### src/idp_pkg.sv
// Shared types and constants for the integer dot product block.
// Used by idp_lane, idp_merge and integer_dot_product; depends on nothing.
package idp_pkg;

   localparam int DataWidth    = 64;
   localparam int DefaultLanes = 8;
   localparam int CsrAddrWidth = 3;
   localparam int CsrDataWidth = 32;

   typedef enum logic [1:0] {
      EW_INT8  = 2'd0,
      EW_INT16 = 2'd1,
      EW_INT32 = 2'd2,
      EW_INT64 = 2'd3
   } elem_width_type;

   typedef enum logic {
      REG_ELEMENT_WIDTH = 1'b0
   } csr_reg_type;

   typedef struct packed {
      logic valid;
      logic last;
   } stage_ctl_type;

   function automatic logic [3:0] elems_per_word(elem_width_type ew);
      logic [3:0] n;
      unique case (ew)
         EW_INT8:  n = 4'd8;
         EW_INT16: n = 4'd4;
         EW_INT32: n = 4'd2;
         EW_INT64: n = 4'd1;
         default:  n = 4'd0;
      endcase
      return n;
   endfunction

endpackage

### src/idp_lane.sv
// One multiply lane: extracts its element pair, multiplies, and forms a 64-bit product.
// Two register stages. The lane with WIDE set also forms the 64-bit cross terms.
// Depends on idp_pkg.
module idp_lane #(
   parameter int LANE_IDX = 0,
   parameter bit WIDE     = 1'b0
) (
   input  logic                            clock,
   input  logic                            advance,
   input  logic                            lane_en,
   input  idp_pkg::elem_width_type         elem_width,
   input  logic [idp_pkg::DataWidth-1:0]   a_word,
   input  logic [idp_pkg::DataWidth-1:0]   b_word,
   output logic [idp_pkg::DataWidth-1:0]   prod
);

   localparam int I8  = LANE_IDX % 8;
   localparam int I16 = LANE_IDX % 4;
   localparam int I32 = LANE_IDX % 2;

   logic signed [32:0]               op_a;
   logic signed [32:0]               op_b;
   logic signed [65:0]               full_p;
   logic [idp_pkg::DataWidth-1:0]    main_ff;
   logic [idp_pkg::DataWidth-1:0]    prod_ff;

   always_comb begin
      op_a = '0;
      op_b = '0;
      if (lane_en) begin
         unique case (elem_width)
            idp_pkg::EW_INT8: begin
               op_a = 33'($signed(a_word[8*I8 +: 8]));
               op_b = 33'($signed(b_word[8*I8 +: 8]));
            end
            idp_pkg::EW_INT16: begin
               op_a = 33'($signed(a_word[16*I16 +: 16]));
               op_b = 33'($signed(b_word[16*I16 +: 16]));
            end
            idp_pkg::EW_INT32: begin
               op_a = 33'($signed(a_word[32*I32 +: 32]));
               op_b = 33'($signed(b_word[32*I32 +: 32]));
            end
            idp_pkg::EW_INT64: begin
               // low halves, unsigned; cross terms complete the product
               op_a = {1'b0, a_word[31:0]};
               op_b = {1'b0, b_word[31:0]};
            end
            default: begin
               op_a = '0;
               op_b = '0;
            end
         endcase
      end
   end

   assign full_p = op_a * op_b;

   always_ff @(posedge clock) begin
      if (advance) begin
         main_ff <= full_p[63:0];
      end
   end

   if (WIDE) begin : g_wide
      logic [31:0] xa_lo;
      logic [31:0] xb_hi;
      logic [31:0] xa_hi;
      logic [31:0] xb_lo;
      logic [63:0] c1_full;
      logic [63:0] c2_full;
      logic [31:0] c1_ff;
      logic [31:0] c2_ff;
      logic [31:0] cross_sum;

      always_comb begin
         xa_lo = '0;
         xb_hi = '0;
         xa_hi = '0;
         xb_lo = '0;
         if (lane_en && (elem_width == idp_pkg::EW_INT64)) begin
            xa_lo = a_word[31:0];
            xb_hi = b_word[63:32];
            xa_hi = a_word[63:32];
            xb_lo = b_word[31:0];
         end
      end

      assign c1_full   = xa_lo * xb_hi;
      assign c2_full   = xa_hi * xb_lo;
      assign cross_sum = c1_ff + c2_ff;

      always_ff @(posedge clock) begin
         if (advance) begin
            c1_ff   <= c1_full[31:0];
            c2_ff   <= c2_full[31:0];
            prod_ff <= main_ff + {cross_sum, 32'd0};
         end
      end
   end else begin : g_narrow
      always_ff @(posedge clock) begin
         if (advance) begin
            prod_ff <= main_ff;
         end
      end
   end

   assign prod = prod_ff;

endmodule

### config.mk
export PLATFORM = sky130hd
export DESIGN_NAME = idp_lane
export DESIGN_NICKNAME = d
export VERILOG_FILES = /design/src/idp_pkg.sv /design/src/idp_lane.sv
export SDC_FILE = /design/constraint.sdc
export NUM_CORES = 2
export LEC_CHECK = 0
export BUFFER_PORTS_ARGS = -buffer_cell sky130_fd_sc_hd__buf_2
export CORE_MARGIN = 2
export CORE_UTILIZATION = 55
export CTS_BUF_LIST = sky130_fd_sc_hd__clkbuf_16
export CTS_CLUSTER_SIZE = 10
export DETAILED_ROUTE_END_ITERATION = 8
export PLACE_DENSITY = 0.73
export SLEW_MARGIN = 20
export SYNTH_ARGS = -nofsm -noshare
export SYNTH_HDL_FRONTEND = slang
export SYNTH_SLANG_ARGS = --single-unit
export TNS_END_PERCENT = 100
### constraint.sdc
create_clock -name clock -period 14.9 [get_ports clock]
set_input_delay 0 -clock clock [delete_from_list [all_inputs] [get_ports clock]]
set_output_delay 0 -clock clock [all_outputs]
set_load 0.01 [all_outputs]
### After elaboration in Yosys (flattened, before gate mapping)

Cells that the tools add are included.

* flip-flop bits (word level): 128
* input bits: 133
* output and inout port bits: 64
* word-level logic and storage cells: 11

* multiply operators: 1
* equal/unequal tests: 3
* mux-type cells: 4
* reductions and logical operators: 1

Operators by type and width (count)
* 33-bit one-hot mux with 4 select lines: 2
* 33-bit 2-to-1 mux: 2
* 33-bit by 33-bit multiplier with 64-bit output: 1
* 2-bit equality test (second input constant): 2
* 2-bit by 1-bit equality test with 1-bit output (second input constant): 1
* 2-bit logical NOT: 1

### Longest topological paths before layout

* word-level depth: 4
* mapped depth: 36
* depth with buffers taken out: 31

### Worst setup path before layout

OpenSTA, ideal clock, no wires.

* path type: input to register
* from: in elem_width[1]
* to: reg main_ff[62] (netlist name) (data pin)
* library setup time: 262 ps
* arrival: 7901 ps
* data required time: 14638 ps
* path slack: 6737 ps
* stages on the path: 27
* buffers on the path: 3
* path through: buf_2 > a21oi_1 > buf_2 > o21a_1 > clkbuf_1 > nand2_1 > inv_1 > fa_1 > inv_1 > fa_1 > fa_1 > inv_1 > fa_1 > fa_1 > fa_1 > fa_1 > inv_1 > fa_1 > inv_1 > ha_1 > a21o_1 > and3_1 > or2_2 > a31o_2 > a21oi_1 > o21ai_1 > xor2_1

* word-level cells in the longest chain between the ends: 4
* elaborated cells on any way between the ends: 9
* classes of those cells: 1 x mul; 3 x eq/ne; 4 x mux; 1 x reduce/logical

Ends and longest elaborated chain
* start, declared: RTL line idp_lane.sv:11 `input idp_pkg::elem_width_type elem_width,`
* 2-bit equality test, or another cell as far along: RTL line idp_lane.sv:31 `unique case (elem_width)`
* 33-bit one-hot mux with 4 select lines: RTL line idp_lane.sv:31
* 33-bit 2-to-1 mux: RTL line idp_lane.sv:30 `if (lane_en) begin`
* 33-bit by 33-bit multiplier with 64-bit output *: RTL line idp_lane.sv:57 `assign full_p = op_a * op_b;`
* named net full_p[62]: RTL line idp_lane.sv:23 `logic signed [65:0] full_p;`
* end signal, assigned: RTL line idp_lane.sv:61 `main_ff <= full_p[63:0];`
* end, declared: RTL line idp_lane.sv:24 `logic [idp_pkg::DataWidth-1:0] main_ff;`

The timed path passes the listed nets; every way through them passes the cells marked *. The select of a mux whose other input is x is not followed.
A chain may end at the register's enable or synchronous reset.

### Worst setup path after layout

* from: in lane_en
* to: reg main_ff[63] (netlist name) (data pin)

* word-level cells in the longest chain between the ends: 2
* elaborated cells on any way between the ends: 3
* classes of those cells: 1 x mul; 2 x mux

Ends and longest elaborated chain
* start, declared: RTL line idp_lane.sv:10 `input logic lane_en,`
* 33-bit 2-to-1 mux: RTL line idp_lane.sv:30
* 33-bit by 33-bit multiplier with 64-bit output *: RTL line idp_lane.sv:57
* named net full_p[63]: RTL line idp_lane.sv:23

The timed path passes the listed nets; every way through them passes the cells marked *.

==> results.cfg <==
[cts]
clock_sinks = 128
cts_tree = done
ctsResizeCount = 0
clock_tree.buffer_depth = 2
path_clk_slew_ns = 0.08
clk_latency_ns = 0.49
post-cts-setup-buffers = 0
cts_max_level = 4
cts_inserted_buffers = 17
root_buffer = clkbuf_16

[worst_setup_path]
slowest_stage = nand2_1
arrival_ns = 10.60
required_ns = 15.13
crit_path_start = lane_en
endpoint_kind = register
critPathMaxFanout = 52
r2r_setup_slack_ns = 14.25
r2r_start = main_ff[57]$_DFFE_PP_
critical_path_class = in -> reg
r2r_cells = 0
cp_common_cell = fa_1
startpoint_type = primary input
setup.worst_path.end = main_ff[63]$_DFFE_PP_
timing.rr.end = prod[57]$_DFFE_PP_
critPathMaxStageDelay_ns = 0.81

[final_layout]
layout.cells.non_filler = 5452
ff_latch_area_sq_um = 3840
final_nets = 5929
final_layout_size_suffix_gt1_share_pct = 6.24
multiInputGateArea_sq_um = 32900
syn2layout_area_growth_pct = 5.47
fillCellCount = 6534
fin_util_pct = 58.3

[global_route]
grtUsageTotal_pct = 33.2
gr-total-overflow = 0
antenna_found_initial = 3
grt_max_degree = 67
grt_pass1_vias = 33900
grt_pass1_wl_mm = 192

[floorplanning]
die_h_microns = 279
io_pins = 197
core_area_sq_um = 75600
start_util_pct = 55.2
die_area_sq_um = 78100
rows = 101
die_x_microns = 279

[timing]
fin_crit_ns = 10.37
grt_setup_unrepaired = false
clock.fmax_mhz = 96.5
slew_violations = 0
fin_skew_ns = 0.0119
relSlewSlack_pct = 23.6
tightestPinTransition_ns = 1.15
min_period_over_period_pct = 69.6
hold_viol_final = 0
setup_tns_ns = 0
final-setup-viol-count = 0

[yosys]
syn_inst = 4448
synth_common_cells = 1125 x fa_1, 1112 x inv_1, 610 x nand2_1, 580 x nor2_1, 212 x ha_1
synth.most_common_cell = fa_1
synth_nets = 5918
ys_top_cells_by_area = fa_1 54%, inv_1 10%, edfxtp_1 9.2%
yosysWarnings = 0
synth-edff-count = 128
synthArstFlopShare_pct = 0
synthFlopType = edfxtp_1
ys_seq_elements = 128
yosysUniqueCellTypes = 68
ys_seq_area_share_pct = 9.21
synth_area_sq_um = 41700
synth.avg_cell_area_sq_um = 9.38
yosysTopAreaCell = fa_1
synth_top_area_share_pct = 54.0

[job]
cap_violations = 0

[detailed_routing]
wirelength_mm = 122
via_per_inst = 5.70
routedWlPerCell_microns = 22.4
ant_nets = 0
drcViolationCount = 0
drtIter0Drc = 2688
drt_first_pass_iters = 6
vias = 31100

[place]
dpl.cell_count = 5416
gp_congestion = 0.982
port_buffers = 132
dp_hpwl_mm = 94.5

[run_status]
status = complete, no violations

[hold_path]
hp-class = in -> reg
[area by class of cell]
class                   instances  share of cell area [%]
well taps                     978                    2.78
flip-flops and latches        128                    8.73
inverters                    1113                    9.49
clock inverters                15                   0.395
diodes                          2                  0.0114
clock buffers                  17                   0.966
repair buffers                211                    2.87
multi-input cells            2988                    74.8
[sequential cells by signal, summed over array words and instances, names as in the netlist]
name,count
main_ff,64
prod,64
[critical path, delay by kind of cell]
kind	cells	cell delay (ns)
adders and majority gates	9	4.42
xor gates and xnor gates	1	0.13
buffers and inverters	7	1.30
AOI/OAI and AO/OA	9	3.00
and+or+nand+nor	3	1.68
[kinds of logic (layout without fill, tap and decap cells)]
group,count (synthesis),in the layout,share of synthesized area [%]
adder cells (fa/ha/maj),1337,1337,60.3
buffers and inverters,1332,1356,12.0
AND/OR/NAND/NOR,1315,1315,12.6
AO/OA/AOI/OAI,259,259,4.21
flip-flops,128,128,9.21
XOR/XNOR,77,77,1.62
other,0,2,0
[through the flow]
step / setup WS (ns) / instance area (sq um) / hold slack, ns
floorplan: 6.74 / 41700 / 0.112
global placement: 4.32 / 43400 / 0.402
detailed placement: 4.25 / 43400 / 0.405
CTS: 4.76 / 44000 / 0.0409
global route: 4.03 / 44000 / 0.0733
finish: 4.53 / 44000 / 0.0810
[layer usage]
layer  share of wire [%]  up-vias  track usage (%)
li1                    -    12800                -
met1                  34    15800             40.6
met2                  47     1928             53.4
met3                  12      530             8.63
met4                 7.1        6             19.5
met5               0.038        -                0
[cells in the final DEF (no fill, tap or decap), types with 29 or more instances in the layout]
cell type	n
fa_1	1123
inv_1	1112
nand2_1	610
nor2_1	579
ha_1	212
buf_2	131
edfxtp_1	128
buf_4	77
a21oi_1	70
xnor2_1	59
a21o_1	54
and2_1	42
o21ai_0	29
[timing repair]
item / in CTS / in global routing
hold endpoints to repair: 7 / 0
endpoints found under the setup margin: 0 / 0
hold buffers: 2 / 0
[how the worst min path moves through the flow]
stage,startpoint,endpoint,slack (ns),cells past startpoint
CTS,a_word[1],main_ff[1]$_DFFE_PP_,0.04,3
global route,b_word[0],main_ff[0]$_DFFE_PP_,0.07,2
finish,a_word[1],main_ff[1]$_DFFE_PP_,0.08,3
global placement,main_ff[19]$_DFFE_PP_,prod[19]$_DFFE_PP_,0.40,0
floorplan,advance,main_ff[0]$_DFFE_PP_,0.11,0
detailed placement,main_ff[3]$_DFFE_PP_,prod[3]$_DFFE_PP_,0.40,0
Power is not shown: default switching activity piles up to over one toggle a cycle in this logic, so the estimate is an artifact.
