[src/idp_pkg.sv]
// Shared types and constants for the integer dot product block.
// Used by idp_lane, idp_merge and integer_dot_product; depends on nothing.
package idp_pkg;

   localparam int DataWidth    = 64;
   localparam int DefaultLanes = 8;
   localparam int CsrAddrWidth = 3;
   localparam int CsrDataWidth = 32;

   typedef enum logic [1:0] {
      EW_INT8  = 2'd0,
      EW_INT16 = 2'd1,
      EW_INT32 = 2'd2,
      EW_INT64 = 2'd3
   } elem_width_type;

   typedef enum logic {
      REG_ELEMENT_WIDTH = 1'b0
   } csr_reg_type;

   typedef struct packed {
      logic valid;
      logic last;
   } stage_ctl_type;

   function automatic logic [3:0] elems_per_word(elem_width_type ew);
      logic [3:0] n;
      unique case (ew)
         EW_INT8:  n = 4'd8;
         EW_INT16: n = 4'd4;
         EW_INT32: n = 4'd2;
         EW_INT64: n = 4'd1;
         default:  n = 4'd0;
      endcase
      return n;
   endfunction

endpackage

[src/idp_merge.sv]
// Registered adder tree that sums the lane products, one tree level per stage.
// Carries the item's valid and last flags alongside. Depends on idp_pkg.
module idp_merge #(
   parameter int LANES = idp_pkg::DefaultLanes
) (
   input  logic                                     clock,
   input  logic                                     reset,
   input  logic                                     advance,
   input  idp_pkg::stage_ctl_type                   in_ctl,
   input  logic [LANES-1:0][idp_pkg::DataWidth-1:0] lane_prod,
   output idp_pkg::stage_ctl_type                   out_ctl,
   output logic [idp_pkg::DataWidth-1:0]            out_sum
);

   localparam int Levels = $clog2(LANES);
   localparam int Pad    = 1 << Levels;

   if (Levels == 0) begin : g_single
      assign out_sum = lane_prod[0];
      assign out_ctl = in_ctl;
   end else begin : g_tree
      logic [idp_pkg::DataWidth-1:0] leaf [Pad];
      logic [idp_pkg::DataWidth-1:0] tree_ff [1:Pad-1];
      idp_pkg::stage_ctl_type        ctl_ff [Levels];

      for (genvar j = 0; j < Pad; j++) begin : g_leaf
         if (j < LANES) begin : g_used
            assign leaf[j] = lane_prod[j];
         end else begin : g_pad
            assign leaf[j] = '0;
         end
      end

      // heap order: node k sums nodes 2k and 2k+1, leaves sit at Pad..2*Pad-1
      for (genvar k = 1; k < Pad; k++) begin : g_node
         if (2 * k >= Pad) begin : g_bottom
            always_ff @(posedge clock) begin
               if (advance) begin
                  tree_ff[k] <= leaf[2*k-Pad] + leaf[2*k+1-Pad];
               end
            end
         end else begin : g_inner
            always_ff @(posedge clock) begin
               if (advance) begin
                  tree_ff[k] <= tree_ff[2*k] + tree_ff[2*k+1];
               end
            end
         end
      end

      always_ff @(posedge clock) begin
         if (reset) begin
            for (int s = 0; s < Levels; s++) begin
               ctl_ff[s] <= '0;
            end
         end else if (advance) begin
            ctl_ff[0] <= in_ctl;
            for (int s = 1; s < Levels; s++) begin
               ctl_ff[s] <= ctl_ff[s-1];
            end
         end
      end

      assign out_sum = tree_ff[1];
      assign out_ctl = ctl_ff[Levels-1];
   end

endmodule

[config.mk]
export PLATFORM = sky130hd
export DESIGN_NAME = idp_merge
export DESIGN_NICKNAME = d
export VERILOG_FILES = /design/src/idp_pkg.sv /design/src/idp_merge.sv
export SDC_FILE = /design/constraint.sdc
export NUM_CORES = 1
export LEC_CHECK = 0
export BUFFER_PORTS_ARGS = -buffer_cell sky130_fd_sc_hd__buf_4
export CAP_MARGIN = 5
export CORE_ASPECT_RATIO = 0.8
export CORE_MARGIN = 10
export CORE_UTILIZATION = 47
export CTS_CLUSTER_SIZE = 20
export DETAILED_ROUTE_END_ITERATION = 10
export PLACE_DENSITY = 0.65
export SYNTH_ARGS = -nofsm -noshare
export SYNTH_HDL_FRONTEND = slang
export SYNTH_SLANG_ARGS = --single-unit
[constraint.sdc]
create_clock -name clock -period 10.1 [get_ports clock]
set_clock_uncertainty 0.05 [all_clocks]
set_input_delay 1.01 -clock clock [delete_from_list [all_inputs] [get_ports clock]]
set_output_delay 1.01 -clock clock [all_outputs]
set_load 0.01 [all_outputs]
## After elaboration in Yosys (flattened, before gate mapping)

Memory sizes are Yosys's and may differ from the RTL's.
Index checks and enable logic that the tools add are counted.

- $add $sub $neg: 7
- Bitwise logic cells: 3
- Multiplexer cells: 9

Operator list:

| operator | number |
|---|---|
| $add 64x64->64 | 7 |
| $mux 1 | 6 |
| $mux 2 | 3 |
| $or 1x1->1 | 3 |

- RAM bits: 454
- Output and inout bits: 66
- Word-level logic and storage cells: 21
- Input bits: 517
- Memories kept: 2
- Flip-flop bits (word level): 0

Memories:

| name | words | width | read ports | clocked after Yosys merged registers in | wr ports | line | RTL |
|---|---|---|---|---|---|---|---|
| g_tree.tree_ff | 7 | 64 | 7 | 0 | 7 | idp_merge.sv:23 | `logic [idp_pkg::DataWidth-1:0] tree_ff [1:Pad-1];` |
| g_tree.ctl_ff | 3 | 2 | 3 | 0 | 3 | idp_merge.sv:24 | `idp_pkg::stage_ctl_type ctl_ff [Levels];` |

## Longest topological paths before layout

Gate-level depths: netlist (run 1).

- Depth in word-level cells: 4
- Mapped depth: 13
- Mapped depth without buffers: 13

## Least setup slack after synthesis (run 1)

No wires, ideal clock.

- Kind: input port to flip-flop
- Start point: input lane_prod[128] (netlist bit)
- End point: register, netlist name g_tree.tree_ff[0][376]
- Cell stages on the path: 13
- Buffers on the path: 0
- Library setup time: 0.265 ns
- Path slack: 5.872 ns
- Data arrival time: 3.912 ns
- Data required time: 9.785 ns
- Path through: ha_1 -> fa_1 -> a211o_1 -> a211oi_1 -> o21ai_1 -> a221oi_1 -> nor3_1 -> a21oi_2 -> o21ai_1 -> a31oi_2 -> o31ai_1 -> a221oi_1 -> xnor2_1

RTL lines:

| element | line | RTL |
|---|---|---|
| start: declaration | idp_merge.sv:10 | `input logic [LANES-1:0][idp_pkg::DataWidth-1:0] lane_prod,` |

==> results of run 1 <==
==> logic make-up (layout without fill, tap and decap cells) <==
group	after synthesis	after routing
other cells	0	12
fa+ha+maj	448	448
compound gates	1480	1480
buf+inv	301	771
simple gates	1008	1008
mux	1	1
flops	454	454
xor+xnor	433	433
==> how the worst max path moves through the flow <==
stage,from,to,depth (start not counted)
after detailed placement,lane_prod[128],g_tree.tree_ff[0][376],14
after global placement,lane_prod[256],g_tree.tree_ff[0][444],14
after CTS,g_tree.tree_ff[0][256],g_tree.tree_ff[0][190],13
after global routing,lane_prod[128],g_tree.tree_ff[0][376],14
final,lane_prod[128],g_tree.tree_ff[0][378],14
after floorplan,lane_prod[128],g_tree.tree_ff[0][376],13
==> stage by stage <==
step                      instance area, µm²  std cells
after floorplan                        38800       4125
after global placement                 43550       5604
after detailed placement               43550       5604
after CTS                              45430       5699
after global routing                   45440       5706
final                                  45460       5711
==> report_power, final <==
group,internal (mW),total [mW],switching [mW]
Clock,1.24,2.06,0.820
Combinational,2.12,5.12,3.01
Sequential,2.92,3.22,0.302
Total,6.28,10.4,4.13
==> sequential cells by signal (all words and copies together) (netlist names) <==
register,flops
g_tree.tree_ff,448
g_tree.ctl_ff,6
==> area by class of cell <==
cell class              count  area share, %
clock buffers              55          2.841
diodes                     12        0.06606
clock inverters            40          1.288
multi-input cells        3370          52.31
well taps                1104          3.039
repair buffers            586          9.722
inverters                  90         0.7432
flip-flops and latches    454          29.99
==> cells in the mapped netlist, drive strengths merged (8+ instances only) <==
cell,number,area [µm²]
a211o,11,96.34
a211oi,43,332.8
a21boi,19,142.6
a21o,283,2125
a21oi,486,2436
a221o,8,80.08
a221oi,20,193.9
a311oi,10,93.84
a31o,15,131.4
a31oi,56,356.6
a41oi,11,96.34
and2,25,156.4
and3,32,200.2
and4,11,96.34
buf,72,524.3
clkbuf,139,523.0
edfxtp,454,13630
ha,441,5518
inv,90,337.8
nand2,309,1160
nand2b,40,250.2
nand3,74,375.4
nand4,104,650.6
nor2,241,904.6
nor2b,48,300.3
nor3,62,310.3
nor3b,8,60.06
nor4,16,106.4
o211ai,23,172.7
o21a,45,337.8
o21ai,274,1383
o21bai,81,608.1
o31a,12,106.4
o31ai,16,125.1
o41ai,11,145.1
or2,13,81.33
or3,13,81.33
xnor2,266,2330
xor2,167,1463
==> worst max-delay path, stage by stage <==
cell                       delay, ps
sky130_fd_sc_hd__buf_4           110
sky130_fd_sc_hd__ha_1            220
sky130_fd_sc_hd__fa_1            440
sky130_fd_sc_hd__a211o_1         360
sky130_fd_sc_hd__a211oi_1        240
sky130_fd_sc_hd__o21ai_1         150
sky130_fd_sc_hd__a221oi_1        580
sky130_fd_sc_hd__nor3_1          190
sky130_fd_sc_hd__a21oi_2         310
sky130_fd_sc_hd__o21ai_1         210
sky130_fd_sc_hd__a21oi_1         300
sky130_fd_sc_hd__nor2b_1         320
sky130_fd_sc_hd__mux2i_1         240
sky130_fd_sc_hd__o2111a_1        220
==> layer usage <==
| layer | share of wire (%) | global-route usage, % | vias up |
|---|---|---|---|
| met2 | 43 | 38.46 | 1310 |
| met4 | 2.0 | 5.460 | 30 |
| met3 | 9.8 | 6.879 | 159 |
| li1 | - | - | 16360 |
| met1 | 45 | 35.80 | 15700 |
| met5 | 0.15 | 0 | - |
==> impl_metrics.csv, run 1 <==
group,metric,value,unit
status,outcome,"finished clean",
setup_path,regToRegStartpoint,"g_tree.tree_ff[0][256]",
placed_design,port-buffer-count,582,
finish,n_fill_cell,7500,
power_and_ir_drop,worst_vdd_drop,0.1509,mV
floorplanning,floorplan.initialDensity,47.26,%
yosys,ys_async_sr_fraction,0,%
clock_network,number_of_clock_buffers_inserted_by_tritoncts,51,
yosys,post_synth_instance_area,38800,µm²
finish,num-nets-final,5518,
setup_path,r2r_setup_slack,5690,ps
clock_network,path_clk_slew,60,ps
sta,max_slew_violations,0,
worst_hold_path,hold_path_end,"g_tree.ctl_ff[0][3]",
clock_network,clock_tree.buffer_depth,3,
placed_design,gp_congestion,0.9730,
clock_network,cts_repair_resize_count,0,
sta,hold_viol,0,
worst_hold_path,holdCritPathClass,"flop to flop",
yosys,muxShareOfSynthArea,0.02580,%
yosys,synth_compound_gate_area_share,24.45,%
routing,vias_per_cell,5.877,
setup_path,worst-r2r-cell-count,13,
sta,worstMarginPinSlew,1055,ps
setup_path,worstSetupStartpointType,"primary input",
yosys,main_combinational_cell_family_by_area_after_synthesis,"compound AO/OA/AOI/OAI gates",
routing,route.antenna.remaining_nets,0,
clock_network,clock_latency,610,ps
yosys,post_synth_and_or_nand_nor_area_fraction,12.46,%
routing,vias,33560,
global_routing,gr-total-overflow,0,
yosys,synth.yosys.seq_area_share,35.14,%
routing,drt_pre_antenna_iters,7,
finish,multi_input_comb_area,23780,µm²
finish,post-route-util,55.37,%
finish,area_growth_syn_to_layout,17.17,%
yosys,synth_enable_flop_cells,454,
clock_network,ctsHoldBuffers,0,
yosys,synthAdderAreaFrac,14.58,%
placed_design,worst_slack_at_placement,5088,ps
clock_network,clock-root-buffer,"sky130_fd_sc_hd__clkbuf_16",
sta,setup_viol,0,
power_and_ir_drop,power_density,229.0,nW/µm²
global_routing,grt_pass1_vias,32340,
global_routing,grt_usage,25.39,%
finish,seq_area,13630,µm²
finish,final_layout_size_suffix_gt1_share,15.93,%
sta,timing.fmax,223.3,MHz
worst_hold_path,worst_hold_path.num_cells,1,
sta,final.min_clock_period,4478,ps
floorplanning,ioPinCount,583,
global_routing,grt_pass1_wl,188500,µm
setup_path,worst_path_required,10530,ps
finish,leading_cell_types_in_the_layout_fill_and_taps_excluded,"sky130_fd_sc_hd__buf_4 (584), sky130_fd_sc_hd__a21oi_1 (485), sky130_fd_sc_hd__edfxtp_1 (454)",
yosys,synthesis.instances,4125,
routing,drcViolationCount,0,
clock_network,post_cts.repair.setup_buffers,0,
power_and_ir_drop,cellLeakagePower,19.54,nW
clock_network,cts_max_level,2,
floorplanning,die_h,277.0,µm
placed_design,hpwl,106400,µm
power_and_ir_drop,finalPower,10.41,mW
floorplanning,placeableCoreArea,82090,µm²
global_routing,number_of_antenna_violations_at_the_first_check_in_global_routing,29,
sta,grt_setup_unrepaired,"no",
sta,final.setup.tns,0,ps
setup_path,crit_arrival,4910,ps
job,timing.max_cap.violations,0,
yosys,synthDistinctLibCells,82,
clock_network,clock_tree_from_tritoncts,"done",
clock_network,cts_sinks,454,
finish,layout.cells.most_common,"sky130_fd_sc_hd__buf_4",
sta,timing.max_slew.rel_slack,29.69,%
sta,fin_crit_sh,44.34,%
setup_path,regToRegEndpoint,"g_tree.tree_ff[0][190]",
floorplanning,die-width,341.2,µm
yosys,synth_flop_cell,"sky130_fd_sc_hd__edfxtp_1",
routing,drt_iter0_markers,3080,
sta,post_route_worst_hold_slack,476.3,ps
setup_path,cp_max_fo,3,
global_routing,grt_start_max_net_pins,162,
setup_path,sort_of_element_at_the_end_of_the_critical_path,"flop",
yosys,post_synth.cell_area_avg,9.405,µm²
yosys,syn-num-nets,5090,
routing,drt-total-wl,126500,µm
setup_path,worst-setup-path-type,"primary input to flop",
yosys,ys_ff_latch,454,
floorplanning,std_cell_rows,94,
sta,layout_setup_ws,5622,ps
yosys,yosys.area_share.xor_xnor,9.775,%
routing,wl_per_cell,22.14,µm
worst_hold_path,holdCritStartpoint,"g_tree.ctl_ff[0][1]",
yosys,count_of_yosys_warnings_during_synthesis,0,
floorplanning,die_area,94510,µm²
No activity file was read; power rests on OpenSTA's default activity.
==> inputs of run 2 (changes only) <==
Clock period 10.1 ns to 4.6 ns, I/O delays scaled along.
==> run 2 against run 1 <==
Net effect: worst setup slack got worse by 5200 ps; total power rose by 110%; critical endpoint is now g_tree.tree_ff[0][190]; routed wire length fell by 0.34%; die area did not move; non-clock buffer count rose by 15; count of clock-buffer cells in the layout rose by 2; global-route usage fell by 0.052 points; highest routed layer unchanged.
==> impl_metrics.csv, run 2 (synthesis results as in run 1) <==
group,metric,value,unit
status,outcome,"finished clean",
clock_network,clock-root-buffer,"sky130_fd_sc_hd__clkbuf_16",
setup_path,path_delay_family,"compound AO/OA/AOI/OAI gates",
floorplanning,floorplan.initialDensity,47.26,%
setup_path,worstSetupStartpointType,"flop",
global_routing,grt_pass1_wl,188500,µm
routing,drcViolationCount,0,
clock_network,path_clk_slew,60,ps
finish,n_fill_cell,7434,
placed_design,hpwl,106500,µm
worst_hold_path,holdCritStartpoint,"in_ctl[0]",
placed_design,worst_slack_at_placement,299.7,ps
worst_hold_path,hold_path_end,"g_tree.ctl_ff[0][0]",
global_routing,number_of_antenna_violations_at_the_first_check_in_global_routing,34,
sta,final.setup.tns,0,ps
power_and_ir_drop,worst_vdd_drop,0.3666,mV
finish,num-nets-final,5533,
finish,reg.largest.list,"g_tree.tree_ff x448, g_tree.ctl_ff x6",
setup_path,cp_cell_sequence,"ha_1 -> fa_1 -> a21o_1 -> a31oi_1 -> o21ai_0 -> o22a_1 -> a211oi_1 -> o41ai_1 -> o21ai_0 -> buf_4 -> o211ai_1 -> a21oi_1 -> o21ai_0 -> xor2_1",
sta,worstMarginPinSlew,742.7,ps
setup_path,cpMostUsedCell,"sky130_fd_sc_hd__o21ai_0",
sta,max_slew_violations,0,
finish,layout.cells.most_common,"sky130_fd_sc_hd__buf_4",
sta,grt_setup_unrepaired,"no",
setup_path,r2r_setup_slack,420,ps
global_routing,gr-total-overflow,0,
sta,timing.max_slew.rel_slack,50.19,%
finish,post-route-util,55.37,%
worst_hold_path,worst_hold_path.num_cells,2,
setup_path,regToRegStartpoint,"g_tree.tree_ff[0][256]",
finish,registers.top_by_ff_count,"g_tree.tree_ff",
clock_network,cts_repair_resize_count,0,
routing,drt-total-wl,126000,µm
clock_network,cts_sinks,454,
sta,final.min_clock_period,4181,ps
finish,seq_area,13630,µm²
clock_network,clock_tree.buffer_depth,3,
setup_path,slowest_delay,590,ps
global_routing,grt_start_max_net_pins,110,
floorplanning,die_area,94510,µm²
power_and_ir_drop,cellLeakagePower,19.55,nW
floorplanning,die_h,277.0,µm
power_and_ir_drop,power_density,491.3,nW/µm²
clock_network,cts_max_level,2,
floorplanning,std_cell_rows,94,
setup_path,worst_path_required,4900,ps
routing,vias_per_cell,5.885,
sta,layout_setup_ws,419.0,ps
finish,largest_register_ffs,448,
setup_path,worst-setup-path-type,"flop to flop",
global_routing,grt_pass1_vias,32230,
setup_path,crit_path_buffers_inverters,1,
sta,timing.fmax,239.2,MHz
clock_network,number_of_clock_buffers_inserted_by_tritoncts,51,
clock_network,post_cts.repair.setup_buffers,0,
setup_path,crit_arrival,4490,ps
setup_path,cp_max_fo,5,
routing,drt_iter0_markers,2715,
floorplanning,placeableCoreArea,82090,µm²
sta,hold_viol,0,
routing,wl_per_cell,22.02,µm
clock_network,clock_latency,620,ps
setup_path,cpMaxStageDelayCell,"sky130_fd_sc_hd__a211oi_1",
floorplanning,die-width,341.2,µm
clock_network,ctsHoldBuffers,0,
placed_design,gp_congestion,0.9688,
routing,vias,33680,
finish,multi_input_comb_area,23780,µm²
setup_path,sort_of_element_at_the_end_of_the_critical_path,"flop",
sta,setup_viol,0,
worst_hold_path,holdCritPathClass,"primary input to flop",
clock_network,clock_tree_from_tritoncts,"done",
sta,fin_crit_sh,90.89,%
finish,final_layout_size_suffix_gt1_share,16.07,%
routing,drt_pre_antenna_iters,5,
placed_design,port-buffer-count,582,
floorplanning,ioPinCount,583,
setup_path,worst-r2r-cell-count,14,
global_routing,grt_usage,25.34,%
finish,area_growth_syn_to_layout,17.16,%
finish,leading_cell_types_in_the_layout_fill_and_taps_excluded,"sky130_fd_sc_hd__buf_4 (595), sky130_fd_sc_hd__a21oi_1 (485), sky130_fd_sc_hd__edfxtp_1 (454)",
setup_path,regToRegEndpoint,"g_tree.tree_ff[0][190]",
routing,route.antenna.remaining_nets,0,
job,timing.max_cap.violations,0,
==> run 2: cell count changes in the layout (fill, tap and decap cells not counted), moves of 3 or more <==
cell | previous run | this run
sky130_fd_sc_hd__buf_12 | 1 | 5
sky130_fd_sc_hd__bufinv_16 | 12 | 6
sky130_fd_sc_hd__buf_4 | 584 | 595
sky130_fd_sc_hd__diode_2 | 12 | 9
sky130_fd_sc_hd__clkinv_1 | 2 | 8
sky130_fd_sc_hd__inv_6 | 3 | 0
==> run 2: worst reg2reg max path, cell delays in order (launching register included) <==
cell	delay, ps
sky130_fd_sc_hd__edfxtp_1	370
sky130_fd_sc_hd__ha_1	260
sky130_fd_sc_hd__fa_1	410
sky130_fd_sc_hd__a21o_1	220
sky130_fd_sc_hd__a31oi_1	190
sky130_fd_sc_hd__o21ai_0	210
sky130_fd_sc_hd__o22a_1	320
sky130_fd_sc_hd__a211oi_1	600
sky130_fd_sc_hd__o41ai_1	250
sky130_fd_sc_hd__o21ai_0	220
sky130_fd_sc_hd__buf_4	170
sky130_fd_sc_hd__o211ai_1	120
sky130_fd_sc_hd__a21oi_1	260
sky130_fd_sc_hd__o21ai_0	140
sky130_fd_sc_hd__xor2_1	150
==> run 2: where the power goes <==
part           internal, mW  switching [mW]
Combinational          4.68            6.22
Clock                  2.44            1.74
Sequential             6.41           0.837
==> run 2: worst max-delay path by stage <==
stage / from / cells after the start / to
6_report: g_tree.tree_ff[0][256] / 14 / g_tree.tree_ff[0][190]
3_5_place_dp: lane_prod[128] / 15 / g_tree.tree_ff[0][378]
2_1_floorplan: lane_prod[128] / 13 / g_tree.tree_ff[0][376]
4_1_cts: g_tree.tree_ff[0][384] / 13 / g_tree.tree_ff[0][248]
3_3_place_gp: lane_prod[256] / 15 / g_tree.tree_ff[0][444]
5_1_grt: g_tree.tree_ff[0][192] / 13 / g_tree.tree_ff[0][116]
==> run 2: per-stage QoR <==
stage                     power [mW]  hold WS, ps  std cells  area (µm²)
after CTS                      22.31        35.07       5714       45430
final                          22.33        67.47       5723       45450
after floorplan                14.86        446.7       4125       38800
after detailed placement       18.05        461.3       5619       43710
after global routing           23.84        56.95       5718       45440
after global placement         17.97        450.0       5619       43710
==> run 2: area by class of cell <==
type,count,area share [%]
clock inverter,38,0.8340
tap,1104,3.039
multi-input combinational,3370,52.31
inverter,90,0.7432
timing repair buffer,601,10.08
antenna,9,0.04955
clock buffer,57,2.951
sequential,454,29.99
==> run 2: per-layer routing <==
metal | vias up | global-route usage (%) | routed length (µm)
li1 | 16420 | - | -
met1 | 15750 | 35.96 | 57090
met3 | 175 | 6.633 | 12270
met5 | - | 0 | 256
met4 | 40 | 5.282 | 2568
met2 | 1290 | 38.35 | 53840
